==> src/hw/rtl/hclp_pkg.sv <==
`timescale 1ns / 1ps

package hclp_pkg;

   // Result status codes
   localparam logic [1:0] ST_ABSENT    = 2'd0;
   localparam logic [1:0] ST_VALID     = 2'd1;
   localparam logic [1:0] ST_NO_DIGITS = 2'd2;
   localparam logic [1:0] ST_BAD       = 2'd3;

   localparam int unsigned QUEUE_DEPTH = 4;
   localparam int unsigned KEY_LEN     = 15;

   // Classified header beat, front to back
   typedef struct packed {
      logic [7:0] lc_byte;    // byte with A-Z folded to lower case
      logic       is_nl;
      logic       is_ws;
      logic       is_plus;
      logic       is_minus;
      logic       is_digit;
      logic [3:0] digit;
      logic       is_last;
   } beat_type;

   // "content-length:" in lower case
   function automatic logic [7:0] key_char(input logic [3:0] idx);
      logic [7:0] c;
      unique case (idx)
         4'd0:    c = 8'h63; // c
         4'd1:    c = 8'h6F; // o
         4'd2:    c = 8'h6E; // n
         4'd3:    c = 8'h74; // t
         4'd4:    c = 8'h65; // e
         4'd5:    c = 8'h6E; // n
         4'd6:    c = 8'h74; // t
         4'd7:    c = 8'h2D; // -
         4'd8:    c = 8'h6C; // l
         4'd9:    c = 8'h65; // e
         4'd10:   c = 8'h6E; // n
         4'd11:   c = 8'h67; // g
         4'd12:   c = 8'h74; // t
         4'd13:   c = 8'h68; // h
         4'd14:   c = 8'h3A; // :
         default: c = 8'h00;
      endcase
      return c;
   endfunction

endpackage

==> src/hw/rtl/hclp_front.sv <==
`timescale 1ns / 1ps

module hclp_front (
   input  logic               req_valid,
   output logic               req_stall,
   input  logic [7:0]         req_header_byte,
   input  logic               req_last_byte,
   input  logic               queue_full,
   output logic               push_valid,
   output hclp_pkg::beat_type push_beat
);

   logic [7:0] b;

   assign b          = req_header_byte;
   assign req_stall  = queue_full;
   assign push_valid = req_valid && !queue_full;

   always_comb begin
      push_beat          = '0;
      push_beat.lc_byte  = (b >= 8'h41 && b <= 8'h5A) ? (b + 8'h20) : b;
      push_beat.is_nl    = (b == 8'h0A);
      push_beat.is_ws    = (b == 8'h20) || (b == 8'h09) || (b == 8'h0B) ||
                           (b == 8'h0C) || (b == 8'h0D);
      push_beat.is_plus  = (b == 8'h2B);
      push_beat.is_minus = (b == 8'h2D);
      push_beat.is_digit = (b >= 8'h30) && (b <= 8'h39);
      push_beat.digit    = push_beat.is_digit ? 4'(b - 8'h30) : 4'd0;
      push_beat.is_last  = req_last_byte;
   end

endmodule

==> src/hw/rtl/hclp_queue.sv <==
`timescale 1ns / 1ps

module hclp_queue #(
   parameter int unsigned DEPTH = hclp_pkg::QUEUE_DEPTH
) (
   input  logic               clock,
   input  logic               reset,
   input  logic               push_valid,
   input  hclp_pkg::beat_type push_beat,
   output logic               full,
   output logic               pop_valid,
   input  logic               pop,
   output hclp_pkg::beat_type pop_beat
);

   localparam int unsigned PTR_W = (DEPTH > 1) ? $clog2(DEPTH) : 1;
   localparam int unsigned CNT_W = $clog2(DEPTH + 1);

   hclp_pkg::beat_type data_ff [DEPTH];
   logic [PTR_W-1:0]   wr_ptr_ff, wr_ptr_in;
   logic [PTR_W-1:0]   rd_ptr_ff, rd_ptr_in;
   logic [CNT_W-1:0]   count_ff, count_in;
   logic               do_push, do_pop;

   assign full      = (count_ff == CNT_W'(DEPTH));
   assign pop_valid = (count_ff != '0);
   assign pop_beat  = data_ff[rd_ptr_ff];
   assign do_push   = push_valid && !full;
   assign do_pop    = pop && pop_valid;

   always_comb begin
      wr_ptr_in = wr_ptr_ff;
      rd_ptr_in = rd_ptr_ff;
      count_in  = count_ff;
      if (do_push) begin
         wr_ptr_in = (wr_ptr_ff == PTR_W'(DEPTH - 1)) ? '0 : wr_ptr_ff + 1'b1;
      end
      if (do_pop) begin
         rd_ptr_in = (rd_ptr_ff == PTR_W'(DEPTH - 1)) ? '0 : rd_ptr_ff + 1'b1;
      end
      if (do_push && !do_pop) begin
         count_in = count_ff + 1'b1;
      end else if (do_pop && !do_push) begin
         count_in = count_ff - 1'b1;
      end
   end

   always_ff @(posedge clock) begin
      if (reset) begin
         wr_ptr_ff <= '0;
         rd_ptr_ff <= '0;
         count_ff  <= '0;
      end else begin
         wr_ptr_ff <= wr_ptr_in;
         rd_ptr_ff <= rd_ptr_in;
         count_ff  <= count_in;
      end
   end

   always_ff @(posedge clock) begin
      if (do_push) begin
         data_ff[wr_ptr_ff] <= push_beat;
      end
   end

endmodule

==> src/hw/rtl/hclp_back.sv <==
`timescale 1ns / 1ps

module hclp_back (
   input  logic               clock,
   input  logic               reset,
   input  logic               pop_valid,
   input  hclp_pkg::beat_type pop_beat,
   output logic               pop,
   output logic               rsp_valid,
   input  logic               rsp_stall,
   output logic [30:0]        rsp_body_length,
   output logic [1:0]         rsp_length_status
);

   typedef enum logic [2:0] {
      PH_PREFIX   = 3'd0,
      PH_SKIPWS   = 3'd1,
      PH_SIGN_POS = 3'd2,
      PH_SIGN_NEG = 3'd3,
      PH_DIG_POS  = 3'd4,
      PH_DIG_NEG  = 3'd5,
      PH_SKIPLINE = 3'd6
   } phase_type;

   typedef struct packed {
      phase_type   phase;
      logic [3:0]  matched;
      logic [30:0] value;
      logic [1:0]  status;
      logic        decided;
   } ctx_type;

   localparam ctx_type CTX_RESET = '{
      phase:   PH_PREFIX,
      matched: 4'd0,
      value:   31'd0,
      status:  hclp_pkg::ST_ABSENT,
      decided: 1'b0
   };

   ctx_type     ctx_ff, ctx_in;
   logic        rsp_valid_ff, rsp_valid_in;
   logic [30:0] body_length_ff, body_length_in;
   logic [1:0]  status_ff, status_in;

   // Judge the matching line when it ends
   function automatic ctx_type end_line(input ctx_type c);
      ctx_type r;
      r = c;
      if (!c.decided) begin
         unique case (c.phase)
            PH_SKIPWS, PH_SIGN_POS, PH_SIGN_NEG: begin
               r.status  = hclp_pkg::ST_NO_DIGITS;
               r.decided = 1'b1;
            end
            PH_DIG_POS: begin
               r.status  = hclp_pkg::ST_VALID;
               r.decided = 1'b1;
            end
            PH_DIG_NEG: begin
               r.value   = '0;
               r.status  = hclp_pkg::ST_VALID;
               r.decided = 1'b1;
            end
            default: ;
         endcase
      end
      return r;
   endfunction

   // Positive digit step: value*10 + digit, flag overflow past 2^31-1
   function automatic ctx_type pos_digit(input ctx_type c, input hclp_pkg::beat_type bt);
      ctx_type     r;
      logic [34:0] prod;
      r    = c;
      prod = {c.value, 3'b000} + {3'b000, c.value, 1'b0} + {31'd0, bt.digit};
      if (!bt.is_digit) begin
         r = end_line(c);
      end else if (prod[34:31] != 4'd0) begin
         r.value   = '0;
         r.status  = hclp_pkg::ST_BAD;
         r.decided = 1'b1;
      end else begin
         r.value = prod[30:0];
         r.phase = PH_DIG_POS;
      end
      return r;
   endfunction

   assign pop = pop_valid && (!rsp_valid_ff || !rsp_stall);

   always_comb begin
      ctx_type c;
      c              = ctx_ff;
      ctx_in         = ctx_ff;
      rsp_valid_in   = rsp_valid_ff && rsp_stall;
      body_length_in = body_length_ff;
      status_in      = status_ff;
      if (pop) begin
         if (!c.decided) begin
            if (pop_beat.is_nl) begin
               c         = end_line(c);
               c.phase   = PH_PREFIX;
               c.matched = '0;
               c.value   = '0;
            end else begin
               unique case (c.phase)
                  PH_PREFIX: begin
                     if (c.matched != 4'(hclp_pkg::KEY_LEN) &&
                         pop_beat.lc_byte == hclp_pkg::key_char(c.matched)) begin
                        c.matched = c.matched + 4'd1;
                        if (c.matched == 4'(hclp_pkg::KEY_LEN)) begin
                           c.phase = PH_SKIPWS;
                        end
                     end else begin
                        c.phase = PH_SKIPLINE;
                     end
                  end
                  PH_SKIPWS: begin
                     if (pop_beat.is_ws) begin
                        c = c;
                     end else if (pop_beat.is_plus) begin
                        c.phase = PH_SIGN_POS;
                     end else if (pop_beat.is_minus) begin
                        c.phase = PH_SIGN_NEG;
                     end else begin
                        c = pos_digit(c, pop_beat);
                     end
                  end
                  PH_SIGN_POS, PH_DIG_POS: begin
                     c = pos_digit(c, pop_beat);
                  end
                  PH_SIGN_NEG, PH_DIG_NEG: begin
                     if (!pop_beat.is_digit) begin
                        c = end_line(c);
                     end else if (pop_beat.digit != 4'd0) begin
                        c.value   = '0;
                        c.status  = hclp_pkg::ST_BAD;
                        c.decided = 1'b1;
                     end else begin
                        c.phase = PH_DIG_NEG;
                     end
                  end
                  default: ;
               endcase
            end
         end
         if (pop_beat.is_last) begin
            c              = end_line(c);
            rsp_valid_in   = 1'b1;
            body_length_in = (c.decided && c.status == hclp_pkg::ST_VALID) ? c.value : '0;
            status_in      = c.decided ? c.status : hclp_pkg::ST_ABSENT;
            ctx_in         = CTX_RESET;
         end else begin
            ctx_in = c;
         end
      end
   end

   always_ff @(posedge clock) begin
      if (reset) begin
         ctx_ff       <= CTX_RESET;
         rsp_valid_ff <= 1'b0;
      end else begin
         ctx_ff         <= ctx_in;
         rsp_valid_ff   <= rsp_valid_in;
         body_length_ff <= body_length_in;
         status_ff      <= status_in;
      end
   end

   assign rsp_valid         = rsp_valid_ff;
   assign rsp_body_length   = body_length_ff;
   assign rsp_length_status = status_ff;

endmodule

==> src/hw/rtl/http_content_length_parser_unit.sv <==
`timescale 1ns / 1ps

// Channel | Dir | Ports                                      | Beat
// req     | in  | req_valid, req_stall, req_header_byte,     | one header byte,
//         |     | req_last_byte                              | last flag
// rsp     | out | rsp_valid, rsp_stall, rsp_body_length,     | one result per
//         |     | rsp_length_status                          | header block
//
// One byte per cycle while the queue has room; the back end pops one beat per
// cycle unless a held result stalls it, and finishes its state update for that
// beat in the same cycle. A last byte goes via the queue into the result register.
// Reset (synchronous) empties the queue and returns the parser to line start.
// rsp_stall holds the result register; bytes keep entering until the queue
// of QUEUE_DEPTH beats fills, then req_stall rises.

module http_content_length_parser_unit #(
   parameter int unsigned QUEUE_DEPTH = hclp_pkg::QUEUE_DEPTH
) (
   input  logic        clock,
   input  logic        reset,
   input  logic        req_valid,
   output logic        req_stall,
   input  logic [7:0]  req_header_byte,
   input  logic        req_last_byte,
   output logic        rsp_valid,
   input  logic        rsp_stall,
   output logic [30:0] rsp_body_length,
   output logic [1:0]  rsp_length_status
);

   logic               queue_full;
   logic               push_valid;
   hclp_pkg::beat_type push_beat;
   logic               pop_valid;
   logic               pop;
   hclp_pkg::beat_type pop_beat;

   // Front: handshake and byte classification (case fold, digit, blank, sign, newline)
   hclp_front u_front (
      .req_valid       (req_valid),
      .req_stall       (req_stall),
      .req_header_byte (req_header_byte),
      .req_last_byte   (req_last_byte),
      .queue_full      (queue_full),
      .push_valid      (push_valid),
      .push_beat       (push_beat)
   );

   // Short beat queue decouples input acceptance from result back-pressure
   hclp_queue #(
      .DEPTH (QUEUE_DEPTH)
   ) u_queue (
      .clock      (clock),
      .reset      (reset),
      .push_valid (push_valid),
      .push_beat  (push_beat),
      .full       (queue_full),
      .pop_valid  (pop_valid),
      .pop        (pop),
      .pop_beat   (pop_beat)
   );

   // Back: line/prefix tracking, value accumulation, result register
   hclp_back u_back (
      .clock             (clock),
      .reset             (reset),
      .pop_valid         (pop_valid),
      .pop_beat          (pop_beat),
      .pop               (pop),
      .rsp_valid         (rsp_valid),
      .rsp_stall         (rsp_stall),
      .rsp_body_length   (rsp_body_length),
      .rsp_length_status (rsp_length_status)
   );

endmodule

==> config.mk <==
export PLATFORM = sky130hd
export DESIGN_NAME = http_content_length_parser_unit
export DESIGN_NICKNAME = d
export VERILOG_FILES = /design/src/hw/rtl/hclp_pkg.sv /design/src/hw/rtl/hclp_front.sv /design/src/hw/rtl/hclp_queue.sv /design/src/hw/rtl/hclp_back.sv /design/src/hw/rtl/http_content_length_parser_unit.sv
export SDC_FILE = /design/constraint.sdc
export NUM_CORES = 1
export LEC_CHECK = 0
export ABC_AREA = 0
export BUFFER_PORTS_ARGS = -buffer_cell sky130_fd_sc_hd__buf_2
export CORE_MARGIN = 4
export CORE_UTILIZATION = 40
export CTS_CLUSTER_SIZE = 8
export DETAILED_ROUTE_END_ITERATION = 12
export SLEW_MARGIN = 20
export SYNTH_ARGS = -nofsm -noshare
export SYNTH_HDL_FRONTEND = slang
export SYNTH_HIERARCHICAL = 1
export SYNTH_SLANG_ARGS = --single-unit
export TNS_END_PERCENT = 30
==> constraint.sdc <==
create_clock -name clock -period 6 [get_ports clock]
set_clock_uncertainty 0.05 [all_clocks]
set_input_delay 0.9 -clock clock [delete_from_list [all_inputs] [get_ports clock]]
set_output_delay 0.9 -clock clock [all_outputs]
set_load 0.01 [all_outputs]
==> qor.yml <==
clock_network:
  ctsHoldBuffers: 0
  numCtsBuffers: 17
  cts_tree: "built"
  cts_buffer_depth: 2
  path_clk_slew_ns: 0.07
  cts_resized: 0
  clk_latency_ns: 0.44
  cts.sinks: 163
  htreeDepth: 4
  clockRootBuffer: "clkbuf_16"
  cts_setup_buffers: 0
drt:
  drt-pass1-iter-count: 8
  route.detailed.drc: 0
  drt_iter0_drc: 566
  viasPerCell: 5.72
  wirelength_um: 26000
  avgRoutedWirePerCell_um: 18.6
  vias: 7998
  final_antenna_net_count: 0
synthesis:
  yosysUniqueCellTypes: 84
  ys_seq_area_share_pct: 42.1
  synth_seq_cells: 163
  yosysMostFrequentCell: "edfxtp_1"
  synthesis.nets: 1126
  netlist.area_leader.share_pct: 30.8
  yosys.area.top_type: "edfxtp_1"
  synthTopCellsByCount: "edfxtp_1, nand2_1, nor2_1, a21oi_1, ha_1"
  ys_warn_count: 6
  syn_inst: 1034
  synth_area_per_cell_sq_um: 9.90
  ys.flop_type: "edfxtp_1"
  synth_area_leaders: "edfxtp_1, dfxtp_1, ha_1"
  async_flop_share_pct: 0
  netlist_area_sq_mm: 0.0102
  synth-edff-count: 105
finish:
  regArea_sq_mm: 0.00431
  utilization_pct: 44.9
  fillerInstances: 2445
  drive_above_1_share_pct: 15.5
  final_area_sq_mm: 0.0113
  antenna_cells: 0
  syn_to_final_growth_pct: 10.4
  multi_input_area_sq_mm: 0.00546
  fin_cells: 1399
  nets: 1148
outcome:
  outcome: "finished, final reports clean"
setup_path:
  cp.arrival_ns: 5.43
  endpoint_kind: "flip-flop"
  crit_type: "reg -> reg"
  slowest_delay_ns: 0.89
  path_cells: "buf_4 > mux4_2 > ha_1 > ha_1 > inv_1 > fa_1 > nand2b_1 > a21oi_1 > o21ai_1 > o21ai_0 > buf_4 > a21oi_1 > mux2i_1 > a21oi_4 > nand2_1 > a221oi_2 > or3_2 > a22oi_2"
  crit_path_start_kind: "flip-flop"
  cp_max_fo: 31
  r2r_cells: 18
  required_ns: 6.09
  cp_slowest_cell: "or3_2"
min_path:
  whs_path_depth: 2
  hold_path_class: "reg -> reg"
place:
  port_buffers: 47
  placed_cells: 1367
  placed_cell_area_sq_mm: 0.0107
  dpl.hpwl_um: 18500
  globalplace.congestion: 0.930
grt:
  grt_pass1_wl_um: 41600
  grt_pass1_vias: 7727
  grt_antenna_before_repair: 0
  grt_overflow: 0
  grt_max_degree: 52
  groute.usage.overall_pct: 18.5
timing:
  max_freq_mhz: 187
  fin_crit_ns: 5.35
  relSlewSlack_pct: 32.7
  maxSlewViolCount: 0
  setup_viol: 0
  final_hold_viol_count: 0
  tns_ns: 0
  fin_crit_sh_pct: 89.1
  hold_ws_ns: 0.446
  grt_setup_unrepaired: "no"
  tightest_slew_ns: 1.01
floorplan:
  start_util_pct: 40.7
  die_x_um: 168
  rows: 58
  dieArea_sq_mm: 0.0282
  core_area_sq_mm: 0.0252
  ios: 48
  die_h_um: 168
power_and_ir_drop:
  vdd_ir_drop_max_mv: 0.194
  power_density_mw_per_mm2: 353
  leakagePower_uw: 0.00427
job:
  drv_cap: 0
-- kinds of logic (layout without fill, tap and decap cells) --
| group | Yosys count | in the layout | share of synthesized area, % |
|---|---|---|---|
| and+or+nand+nor | 313 | 313 | 14.5 |
| xor gates and xnor gates | 38 | 38 | 3.25 |
| adders and majority gates | 79 | 79 | 9.87 |
| AOI/OAI and AO/OA | 317 | 317 | 20.9 |
| DFF | 163 | 163 | 42.1 |
| buffers and inverters | 99 | 134 | 4.69 |
| muxes | 25 | 25 | 4.65 |
-- cells in the final DEF (no fill, tap or decap), types with 14 or more instances in the layout --
cell type	count
buf_4	15
clkbuf_16	17
ha_1	76
nor2b_1	14
o21ai_0	65
a21oi_1	83
buf_2	47
nor2_1	86
edfxtp_1	105
nand2_1	99
mux4_2	18
xor2_1	25
nand3_1	24
a22oi_1	25
nor3_1	22
a21oi_2	19
inv_1	37
dfxtp_1	58
-- stage by stage --
stage / worst slack [ns] / total power (uW)
4_1_cts: 0.630 / 4020
3_5_place_dp: 0.628 / 2890
5_1_grt: 0.295 / 4220
3_3_place_gp: 0.707 / 2880
6_report: 0.653 / 4000
2_1_floorplan: 1.24 / 2460
-- power by group --
part / leakage (uW) / switching (uW) / total [uW] / internal (uW)
clock network: 0.000290 / 518 / 1110 / 597
logic: 0.00252 / 1010 / 1460 / 443
registers: 0.00146 / 82.0 / 1420 / 1340
total: 0.00427 / 1610 / 4000 / 2380
-- final cells by class --
type,instances,share of cell area (%)
multi-input combinational,772,48.3
timing repair buffer,62,3.08
tap,330,3.65
sequential,163,38.1
inverter,40,1.49
clock inverter,15,1.62
clock buffer,17,3.76
-- worst max-delay path: cells and delay by family (launching register included) --
kind                       cells  cell delay, ns
and+or+nand+nor                3            1.15
buffers and inverters          3            0.59
adders and majority gates      3            0.61
DFF                            1            0.39
muxes                          2            0.70
AOI/OAI and AO/OA              7            1.55
-- final timing paths --
path / from / to / slack, ns
setup reg to reg: flip-flop / u_back/rsp_body_length[9] / 0.65
setup / recovery: flip-flop / u_back/rsp_body_length[9] / 0.65
hold / removal: u_back/rsp_valid / u_back/rsp_valid / 0.45
hold reg to reg: u_back/rsp_valid / u_back/rsp_valid / 0.45
-- sequential cells by signal, summed over array words and instances (netlist names), named ones only --
signal                    count
u_queue/count_ff              3
u_queue/wr_ptr_ff             2
u_back/rsp_length_status      2
u_back/rsp_body_length       31
u_back/ctx_ff                41
u_queue/rd_ptr_ff             2
u_queue/data_ff              72
u_back/rsp_valid              1
-- per-layer routing --
metal / vias to the layer above / wire (um) / share of wire (%) / global-route usage (%)
met5: - / 0 / 0 / 0
li1: 3895 / - / - / -
met3: 36 / 1330 / 5.1 / 3.83
met2: 236 / 12700 / 49 / 31.5
met4: 0 / 488 / 1.9 / 5.43
met1: 3831 / 11500 / 44 / 23.9
Note: power is estimated with default switching activity, not from simulation.
